### src/hdl/rgb_yuv_color_convert_top_assert.svh
// Assertion macros for the color converter.
`ifndef RGB_YUV_COLOR_CONVERT_TOP_ASSERT_SVH
`define RGB_YUV_COLOR_CONVERT_TOP_ASSERT_SVH

`ifndef NO_ASSERTIONS

// same-cycle implication
`define RYC_ASSERT_NOW(lbl, clk, rst, ante, cons) \
  lbl: assert property (@(posedge clk) disable iff (rst) (ante) |-> (cons)) \
    else $error("assertion failed");

// next-cycle implication
`define RYC_ASSERT_NXT(lbl, clk, rst, ante, cons) \
  lbl: assert property (@(posedge clk) disable iff (rst) (ante) |=> (cons)) \
    else $error("assertion failed");

`else

`define RYC_ASSERT_NOW(lbl, clk, rst, ante, cons)
`define RYC_ASSERT_NXT(lbl, clk, rst, ante, cons)

`endif

`endif

### src/hdl/ryc_pkg.sv
// Shared types and constants of the color converter.
`timescale 1ns / 1ps
package ryc_pkg;

  typedef enum logic [1:0] {
    MODE_FWD    = 2'd0,
    MODE_CLOSED = 2'd1,
    MODE_INV    = 2'd2
  } mode_t;

  localparam int STAGES = 5;

  typedef struct packed {
    logic [7:0] first;
    logic [7:0] second;
    logic [7:0] third;
  } pix_t;

  typedef struct packed {
    logic [STAGES-1:0] adv;
  } ctrl_t;

endpackage

### src/hdl/ryc_if.sv
// Request channel interfaces: pixel in, pixel out and mode write.
`timescale 1ns / 1ps
interface ryc_in_if;
  logic       valid;
  logic       ready;
  logic [7:0] in_first;
  logic [7:0] in_second;
  logic [7:0] in_third;
  modport source (output valid, in_first, in_second, in_third, input ready);
  modport sink (input valid, in_first, in_second, in_third, output ready);
endinterface

interface ryc_out_if;
  logic       valid;
  logic       ready;
  logic [7:0] out_first;
  logic [7:0] out_second;
  logic [7:0] out_third;
  modport source (output valid, out_first, out_second, out_third, input ready);
  modport sink (input valid, out_first, out_second, out_third, output ready);
endinterface

interface ryc_cfg_if;
  logic       valid;
  logic       ready;
  logic [1:0] conversion_mode;
  modport source (output valid, conversion_mode, input ready);
  modport sink (input valid, conversion_mode, output ready);
endinterface

### src/hdl/ryc_datapath.sv
// Five-stage fixed-point datapath of the BT.709 converter.
`timescale 1ns / 1ps
module ryc_datapath #(
  parameter int COEFF_FRAC_BITS = 16
) (
  input  logic          clk,
  input  ryc_pkg::ctrl_t ctrl,
  input  logic [1:0]    mode,
  input  ryc_pkg::pix_t pix_i,
  output ryc_pkg::pix_t pix_o
);

  localparam int F  = COEFF_FRAC_BITS;
  localparam int CW = F + 2;
  localparam int PW = CW + 9;
  localparam int AW = F + 12;

  localparam logic signed [CW-1:0] ONE  = CW'(64'd1 << F);
  localparam logic signed [CW-1:0] K_YR = CW'(((64'd212600 << F) + 64'd500000) / 64'd1000000);
  localparam logic signed [CW-1:0] K_YG = CW'(((64'd715200 << F) + 64'd500000) / 64'd1000000);
  localparam logic signed [CW-1:0] K_YB = CW'(((64'd72200 << F) + 64'd500000) / 64'd1000000);
  localparam logic signed [CW-1:0] K_UR = CW'(((64'd114572 << F) + 64'd500000) / 64'd1000000);
  localparam logic signed [CW-1:0] K_UG = CW'(((64'd385428 << F) + 64'd500000) / 64'd1000000);
  localparam logic signed [CW-1:0] K_HF = CW'(((64'd500000 << F) + 64'd500000) / 64'd1000000);
  localparam logic signed [CW-1:0] K_VG = CW'(((64'd454153 << F) + 64'd500000) / 64'd1000000);
  localparam logic signed [CW-1:0] K_VB = CW'(((64'd45847 << F) + 64'd500000) / 64'd1000000);
  localparam logic signed [CW-1:0] K_RV = CW'(((64'd1574800 << F) + 64'd500000) / 64'd1000000);
  localparam logic signed [CW-1:0] K_GU = CW'(((64'd187330 << F) + 64'd500000) / 64'd1000000);
  localparam logic signed [CW-1:0] K_GV = CW'(((64'd468130 << F) + 64'd500000) / 64'd1000000);
  localparam logic signed [CW-1:0] K_BU = CW'(((64'd1855630 << F) + 64'd500000) / 64'd1000000);
  localparam logic signed [CW-1:0] R_U  = CW'(((64'd10000 << F) + 64'd9278) / 64'd18556);
  localparam logic signed [CW-1:0] R_V  = CW'(((64'd10000 << F) + 64'd7874) / 64'd15748);
  localparam logic signed [AW-1:0] OFFS = AW'(64'd128 << F);
  localparam logic [AW:0]          HALF = (AW+1)'(64'd1 << (F - 1));

  function automatic logic [7:0] round_clamp(input logic signed [AW-1:0] acc);
    logic [AW:0]   s;
    logic [AW-F:0] q;
    s = (AW+1)'(unsigned'(acc)) + HALF;
    q = s[AW:F];
    if (acc < 0) begin
      round_clamp = 8'd0;
    end else if (q > (AW-F+1)'(255)) begin
      round_clamp = 8'd255;
    end else begin
      round_clamp = q[7:0];
    end
  endfunction

  // stage 1: coefficient/operand selection and products
  logic signed [CW-1:0] coef [3][3];
  logic signed [8:0]    opnd [3][3];
  logic signed [8:0]    op_a, op_b, op_c, op_u, op_v;
  logic                 inv;

  always_comb begin
    inv  = (mode == ryc_pkg::MODE_INV);
    op_a = 9'({1'b0, pix_i.first});
    op_b = 9'({1'b0, pix_i.second});
    op_c = 9'({1'b0, pix_i.third});
    op_u = op_b - 9'sd128;
    op_v = op_c - 9'sd128;
    if (inv) begin
      coef[0][0] = ONE;   opnd[0][0] = op_a;
      coef[0][1] = K_RV;  opnd[0][1] = op_v;
      coef[0][2] = '0;    opnd[0][2] = '0;
      coef[1][0] = ONE;   opnd[1][0] = op_a;
      coef[1][1] = -K_GU; opnd[1][1] = op_u;
      coef[1][2] = -K_GV; opnd[1][2] = op_v;
      coef[2][0] = ONE;   opnd[2][0] = op_a;
      coef[2][1] = K_BU;  opnd[2][1] = op_u;
      coef[2][2] = '0;    opnd[2][2] = '0;
    end else begin
      coef[0][0] = K_YR;  opnd[0][0] = op_a;
      coef[0][1] = K_YG;  opnd[0][1] = op_b;
      coef[0][2] = K_YB;  opnd[0][2] = op_c;
      coef[1][0] = -K_UR; opnd[1][0] = op_a;
      coef[1][1] = -K_UG; opnd[1][1] = op_b;
      coef[1][2] = K_HF;  opnd[1][2] = op_c;
      coef[2][0] = K_HF;  opnd[2][0] = op_a;
      coef[2][1] = -K_VG; opnd[2][1] = op_b;
      coef[2][2] = -K_VB; opnd[2][2] = op_c;
    end
  end

  logic signed [PW-1:0] prod1 [3][3];
  logic [1:0]           mode1;
  logic [7:0]           a1, c1;

  always_ff @(posedge clk) begin
    if (ctrl.adv[0]) begin
      for (int i = 0; i < 3; i++) begin
        for (int j = 0; j < 3; j++) begin
          prod1[i][j] <= coef[i][j] * opnd[i][j];
        end
      end
      mode1 <= mode;
      a1    <= pix_i.first;
      c1    <= pix_i.third;
    end
  end

  // stage 2: accumulate
  logic signed [AW-1:0] acc2 [3];
  logic [1:0]           mode2;
  logic [7:0]           a2, c2;
  logic signed [AW-1:0] off2;

  always_comb begin
    off2 = (mode1 == ryc_pkg::MODE_INV) ? '0 : OFFS;
  end

  always_ff @(posedge clk) begin
    if (ctrl.adv[1]) begin
      acc2[0] <= AW'(prod1[0][0]) + AW'(prod1[0][1]) + AW'(prod1[0][2]);
      acc2[1] <= AW'(prod1[1][0]) + AW'(prod1[1][1]) + AW'(prod1[1][2]) + off2;
      acc2[2] <= AW'(prod1[2][0]) + AW'(prod1[2][1]) + AW'(prod1[2][2]) + off2;
      mode2   <= mode1;
      a2      <= a1;
      c2      <= c1;
    end
  end

  // stage 3: round and clamp
  logic [7:0] r3 [3];
  logic [1:0] mode3;
  logic [7:0] a3, c3;

  always_ff @(posedge clk) begin
    if (ctrl.adv[2]) begin
      for (int i = 0; i < 3; i++) begin
        r3[i] <= round_clamp(acc2[i]);
      end
      mode3 <= mode2;
      a3    <= a2;
      c3    <= c2;
    end
  end

  // stage 4: closed-loop chroma products from rounded Y
  logic signed [8:0]    du, dv;
  logic signed [PW-1:0] pu4, pv4;
  logic [7:0]           r4 [3];
  logic [1:0]           mode4;

  always_comb begin
    du = 9'({1'b0, c3}) - 9'({1'b0, r3[0]});
    dv = 9'({1'b0, a3}) - 9'({1'b0, r3[0]});
  end

  always_ff @(posedge clk) begin
    if (ctrl.adv[3]) begin
      pu4   <= R_U * du;
      pv4   <= R_V * dv;
      r4    <= r3;
      mode4 <= mode3;
    end
  end

  // stage 5: output register
  always_ff @(posedge clk) begin
    if (ctrl.adv[4]) begin
      pix_o.first <= r4[0];
      if (mode4 == ryc_pkg::MODE_CLOSED) begin
        pix_o.second <= round_clamp(AW'(pu4) + OFFS);
        pix_o.third  <= round_clamp(AW'(pv4) + OFFS);
      end else begin
        pix_o.second <= r4[1];
        pix_o.third  <= r4[2];
      end
    end
  end

endmodule

### src/hdl/rgb_yuv_color_convert_top.sv
// Top level of the full-range BT.709 RGB/YCbCr converter.
`timescale 1ns / 1ps
// Usage:
//   pix_in  : one 8-bit three-component color per request (valid/ready).
//   pix_out : one converted color per input request, in order.
//   cfg     : writes conversion_mode (0 forward matrix, 1 forward
//             closed-loop, 2 inverse, 3 same as 0). Always ready; write
//             only while no request is in flight.
// Throughput: one request per cycle unless pix_out stalls; five register
//   stages (products, accumulate, round/clamp, closed-loop products,
//   output) each hold one request, so a new color enters every cycle.
// Stall: each stage advances when empty or when the stage after it
//   advances; with pix_out stalled, bubbles still fill, then pix_in.ready
//   drops. Nothing is lost or repeated.
// Reset: rst (synchronous) empties the pipeline and sets the mode to
//   forward matrix.
`include "rgb_yuv_color_convert_top_assert.svh"
module rgb_yuv_color_convert_top #(
  parameter int COEFF_FRAC_BITS = 16
) (
  input logic      clk,
  input logic      rst,
  ryc_in_if.sink   pix_in,
  ryc_out_if.source pix_out,
  ryc_cfg_if.sink  cfg
);

  localparam int N = ryc_pkg::STAGES;

  logic [1:0]     mode;
  logic [N-1:0]   vld;
  ryc_pkg::ctrl_t ctrl;
  ryc_pkg::pix_t  pix_i;
  ryc_pkg::pix_t  pix_o;

  assign cfg.ready = 1'b1;

  always_ff @(posedge clk) begin
    if (rst) begin
      mode <= ryc_pkg::MODE_FWD;
    end else if (cfg.valid) begin
      mode <= cfg.conversion_mode;
    end
  end

  always_comb begin
    ctrl.adv[N-1] = !vld[N-1] || pix_out.ready;
    for (int k = N - 2; k >= 0; k--) begin
      ctrl.adv[k] = !vld[k] || ctrl.adv[k+1];
    end
  end

  always_ff @(posedge clk) begin
    if (rst) begin
      vld <= '0;
    end else begin
      if (ctrl.adv[0]) begin
        vld[0] <= pix_in.valid;
      end
      for (int k = 1; k < N; k++) begin
        if (ctrl.adv[k]) begin
          vld[k] <= vld[k-1];
        end
      end
    end
  end

  assign pix_in.ready = ctrl.adv[0];
  assign pix_i.first  = pix_in.in_first;
  assign pix_i.second = pix_in.in_second;
  assign pix_i.third  = pix_in.in_third;

  ryc_datapath #(
    .COEFF_FRAC_BITS(COEFF_FRAC_BITS)
  ) u_dp (
    .clk  (clk),
    .ctrl (ctrl),
    .mode (mode),
    .pix_i(pix_i),
    .pix_o(pix_o)
  );

  assign pix_out.valid      = vld[N-1];
  assign pix_out.out_first  = pix_o.first;
  assign pix_out.out_second = pix_o.second;
  assign pix_out.out_third  = pix_o.third;

  `RYC_ASSERT_NOW(a_empty_out_ready, clk, rst, !pix_out.valid, pix_in.ready)
  `RYC_ASSERT_NXT(a_accept_enters, clk, rst, pix_in.valid && pix_in.ready, vld[0])
  `RYC_ASSERT_NXT(a_held_stays, clk, rst, vld[N-1] && !pix_out.ready, vld[N-1])
  `RYC_ASSERT_NXT(a_mid_held, clk, rst, vld[2] && !ctrl.adv[2], vld[2])

endmodule
### src/flat_wrapper.sv
// flat-port wrapper written by rule: the top's interface ports become plain ports
module rgb_yuv_color_convert_top_flat 
#(
  parameter int COEFF_FRAC_BITS = 16
)
  (clk, rst, pix_in_valid, pix_in_in_first, pix_in_in_second, pix_in_in_third, pix_in_ready, pix_out_valid, pix_out_out_first, pix_out_out_second, pix_out_out_third, pix_out_ready, cfg_valid, cfg_conversion_mode, cfg_ready);
  ryc_in_if pix_in_i ();
  ryc_out_if pix_out_i ();
  ryc_cfg_if cfg_i ();
  input logic clk;
  input logic rst;
  input wire logic [$bits(pix_in_i.valid)-1:0] pix_in_valid;
  input wire logic [$bits(pix_in_i.in_first)-1:0] pix_in_in_first;
  input wire logic [$bits(pix_in_i.in_second)-1:0] pix_in_in_second;
  input wire logic [$bits(pix_in_i.in_third)-1:0] pix_in_in_third;
  output wire logic [$bits(pix_in_i.ready)-1:0] pix_in_ready;
  output wire logic [$bits(pix_out_i.valid)-1:0] pix_out_valid;
  output wire logic [$bits(pix_out_i.out_first)-1:0] pix_out_out_first;
  output wire logic [$bits(pix_out_i.out_second)-1:0] pix_out_out_second;
  output wire logic [$bits(pix_out_i.out_third)-1:0] pix_out_out_third;
  input wire logic [$bits(pix_out_i.ready)-1:0] pix_out_ready;
  input wire logic [$bits(cfg_i.valid)-1:0] cfg_valid;
  input wire logic [$bits(cfg_i.conversion_mode)-1:0] cfg_conversion_mode;
  output wire logic [$bits(cfg_i.ready)-1:0] cfg_ready;
  assign pix_in_i.valid = pix_in_valid;
  assign pix_in_i.in_first = pix_in_in_first;
  assign pix_in_i.in_second = pix_in_in_second;
  assign pix_in_i.in_third = pix_in_in_third;
  assign pix_in_ready = pix_in_i.ready;
  assign pix_out_valid = pix_out_i.valid;
  assign pix_out_out_first = pix_out_i.out_first;
  assign pix_out_out_second = pix_out_i.out_second;
  assign pix_out_out_third = pix_out_i.out_third;
  assign pix_out_i.ready = pix_out_ready;
  assign cfg_i.valid = cfg_valid;
  assign cfg_i.conversion_mode = cfg_conversion_mode;
  assign cfg_ready = cfg_i.ready;
  rgb_yuv_color_convert_top #(.COEFF_FRAC_BITS(COEFF_FRAC_BITS)) u_core (.clk(clk), .rst(rst), .pix_in(pix_in_i), .pix_out(pix_out_i), .cfg(cfg_i));
endmodule
### config.mk
export PLATFORM = sky130hd
export DESIGN_NAME = rgb_yuv_color_convert_top_flat
export DESIGN_NICKNAME = d
export VERILOG_FILES = /design/src/hdl/ryc_pkg.sv /design/src/hdl/ryc_if.sv /design/src/hdl/ryc_datapath.sv /design/src/hdl/rgb_yuv_color_convert_top.sv /design/src/flat_wrapper.sv
export VERILOG_INCLUDE_DIRS = /design/src /design/src/hdl
export SDC_FILE = /design/constraint.sdc
export NUM_CORES = 2
export LEC_CHECK = 0
export BUFFER_PORTS_ARGS = -buffer_cell sky130_fd_sc_hd__buf_2
export CAP_MARGIN = 40
export CORE_MARGIN = 3
export CORE_UTILIZATION = 66
export CTS_BUF_LIST = sky130_fd_sc_hd__clkbuf_8 sky130_fd_sc_hd__clkbuf_16
export DETAILED_ROUTE_END_ITERATION = 6
export PLACE_DENSITY = 0.83
export REMOVE_ABC_BUFFERS = 1
export SLEW_MARGIN = 0
export SYNTH_ARGS = -nofsm -noshare
export SYNTH_HDL_FRONTEND = slang
export SYNTH_SLANG_ARGS = --single-unit
export TNS_END_PERCENT = 20
### constraint.sdc
create_clock -name clk -period 22.2 [get_ports clk]
set_input_delay 3.33 -clock clk [delete_from_list [all_inputs] [get_ports clk]]
set_output_delay 3.33 -clock clk [all_outputs]
set_load 0.02 [all_outputs]
==> impl_metrics.toml <==
[run_status]
outcome = "completed"

[timing]
whs_ns = 0.405
finalHoldViolCount = 0
fin_crit_sh_pct = 40.0
slew_headroom_pct = 24.4
period_needed_ns = 8.87
setup_violations = 0
setup-tns-final_ns = 0
grt_setup_unrepaired = "false"
tightest_slew_ns = 1.13
fmax_mhz = 113
slew_viol_final = 0
skew_ns = 0.0500

[critical_path]
reg2reg_from = "u_core.u_dp.r3[16]"
worstReg2RegEnd = "u_core.u_dp.pv4[25]"
critPathLaunch = "pix_in_in_second[4]"
crit_path_end_kind = "flip-flop"
rrSetupSlack_ns = 15.32
crit_type = "in -> reg"
cp_common_cell = "fa_1"
cpMaxStageDelayCell = "nor2_1"
worst-r2r-cell-count = 27
endpoint = "u_core.u_dp.prod1[2][52]"
critical_path.max_stage_delay_ns = 0.76
worstPathMaxFanout = 8
path_cells = "buf_2 -> inv_1 -> nor2_1 -> fa_1 -> fa_1 -> fa_1 -> fa_1 -> fa_1 -> ha_1 -> a21o_1 -> a41oi_1 -> a211oi_1 -> nor4_1 -> o21ai_1 -> a41o_1 -> a21oi_1 -> xnor2_1"
cp.required_ns = 22.56
crit_path_start_kind = "primary input"
worst_ep_arrival_time_ns = 9.23

[drt]
avgRoutedWirePerCell_um = 20.3
dr.pass1.iters = 5
num_vias = 28943
route.detailed.drc = 0
route.antenna.remaining_nets = 0
first_iter_violations = 1911
wirelength_um = 101000
vias_per_cell = 5.85

[floorplan]
die-area_mm2 = 0.0711
coreArea_mm2 = 0.0666
io_pins = 58
fp.dieH_um = 267
num_rows = 94
chipWidth_um = 267
start_util_pct = 67.4

[synthesis]
synth.top_cell.area_share_pct = 26.7
syn_avg_cell_area_um2 = 11.4
yosysSeqAreaShare_pct = 27.0
synth-main-ff-cell = "edfxtp_1"
synthArstFlopShare_pct = 0
synth.distinct_cells = 74
yosys_register_bits = 406
netlist_area_mm2 = 0.0449
yosysMostFrequentCell = "ha_1"
synthTopCellsByArea = "edfxtp_1, ha_1, fa_1, inv_1, xnor2_1"
yosysWarnings = 0
yosys.area.top_type = "edfxtp_1"
synth_edf_count = 399
synth_common_cells = "ha_1, inv_1, fa_1"
syn_inst = 3932

[global_route]
antenna_found_initial = 8
grt_pass1_vias = 30882
grt_usage_pct = 29.6
grt_max_degree = 178
gr-total-overflow = 0
grt_pass1_wl_um = 163000

[cts]
cts_resized = 0
postCtsSetupRepairBufs = 0
cts.hold.buffers_added = 0
cts.path.max_buffers = 3
htreeDepth = 2
root_buffer = "clkbuf_16"
numCtsBuffers = 45
clk_latency_ns = 0.61
cts_sinks = 406
clk_pin_slew_ns = 0.06
cts_tree = "yes"

[final_layout]
regArea_mm2 = 0.0121
fillers = 4577
drive_above_1_share_pct = 4.88
multiInputGateArea_mm2 = 0.0300
syn_to_final_growth_pct = 6.79
nets = 5459

[run]
drv_cap = 0

[placed_design]
io_buffers = 56
place.gp.congestion = 0.978
dp_hpwl_um = 84000

[min_path]
hold_class = "reg -> reg"
==> registers in the layout, summed over array words and instances, names as in the netlist, 5 cells and up <==
signal / flops
u_core.u_dp.prod1: 210
u_core.u_dp.acc2: 39
u_core.u_dp.pix_o: 24
u_core.u_dp.r3: 24
u_core.u_dp.r4: 24
u_core.u_dp.pu4: 11
u_core.u_dp.pv4: 11
u_core.u_dp.a1: 8
u_core.u_dp.a2: 8
u_core.u_dp.a3: 8
u_core.u_dp.c1: 8
u_core.u_dp.c2: 8
u_core.u_dp.c3: 8
u_core.vld: 5
==> routing by layer <==
| layer | vias up | global-route usage (%) | part of all wire [%] |
|---|---|---|---|
| met5 | - | 0 | 0.011 |
| met4 | 2 | 12.0 | 4.3 |
| met3 | 225 | 4.69 | 6.6 |
| met2 | 895 | 49.6 | 48 |
| met1 | 14203 | 38.8 | 41 |
| li1 | 13618 | - | - |
==> placed cells by master (no fill, tap or decap), drive strengths merged, types with 20 or more instances in the layout <==
cell,count
xnor2,184
conb,20
ha,890
and2,29
and3,40
nor3,44
a21oi,204
nand2b,30
nand2,121
buf,71
edfxtp,399
o21a,24
inv,742
clkinv,22
a211oi,26
nor2,128
a21o,99
fa,495
o21ai,68
nand3,46
nor2b,28
o21bai,24
or2,28
xor2,76
clkbuf,45
==> worst max-delay path, delay by kind of cell <==
family	cells	cell delay [ns]
adders and majority gates	6	2.95
xor gates and xnor gates	1	0.10
AOI/OAI and AO/OA	6	1.37
buffers and inverters	2	0.39
and+or+nand+nor	2	1.06
==> how the worst min path moves through the flow <==
stage                        from               endpoint  slack, ns  cells after the start
6_report        u_core.u_dp.a1[3]      u_core.u_dp.a2[3]       0.40                      0
3_5_place_dp   u_core.u_dp.r4[18]  u_core.u_dp.pix_o[18]       0.40                      0
5_1_grt        u_core.u_dp.r4[21]  u_core.u_dp.pix_o[21]       0.42                      0
3_3_place_gp    u_core.u_dp.c2[3]      u_core.u_dp.c3[3]       0.40                      0
2_1_floorplan   u_core.u_dp.a1[0]      u_core.u_dp.a2[0]       0.40                      0
4_1_cts         u_core.u_dp.a1[3]      u_core.u_dp.a2[3]       0.40                      0
==> logic make-up (layout without fill, tap and decap cells) <==
kind of cell,count (synthesis),after routing,synth area share [%]
fa+ha+maj,1385,1385,46.9
buf+inv,760,890,6.37
compound gates,562,562,8.35
simple gates,553,553,6.16
flops,406,406,27.0
xor+xnor,260,260,5.08
mux,4,4,0.0893
other cells,2,27,0.0167
==> through the flow <==
| stage | util (%) | cells | setup slack, ns | instance area (µm²) |
|---|---|---|---|---|
| 2_1_floorplan | - | 3924 | 9.87 | 44800 |
| 3_3_place_gp | 69.5 | 4853 | 12.89 | 46300 |
| 3_5_place_dp | 69.7 | 4860 | 12.75 | 46400 |
| 4_1_cts | 71.9 | 4944 | 13.42 | 47900 |
| 5_1_grt | 71.9 | 4945 | 13.03 | 47900 |
| 6_report | 72.0 | 4951 | 13.33 | 47900 |
==> layout make-up <==
cell class                      instances  share of cell area, %
Inverter                              734                   5.75
Antenna cell                            7                 0.0366
Sequential cell                       406                   25.3
Clock buffer                           45                   2.35
Multi-Input combinational cell       2784                   62.6
Tap cell                              864                   2.26
Timing Repair Buffer                   72                  0.943
Clock inverter                         39                  0.786
Power is not shown: default switching activity piles up to over one toggle a cycle in this logic, so the estimate is an artifact.
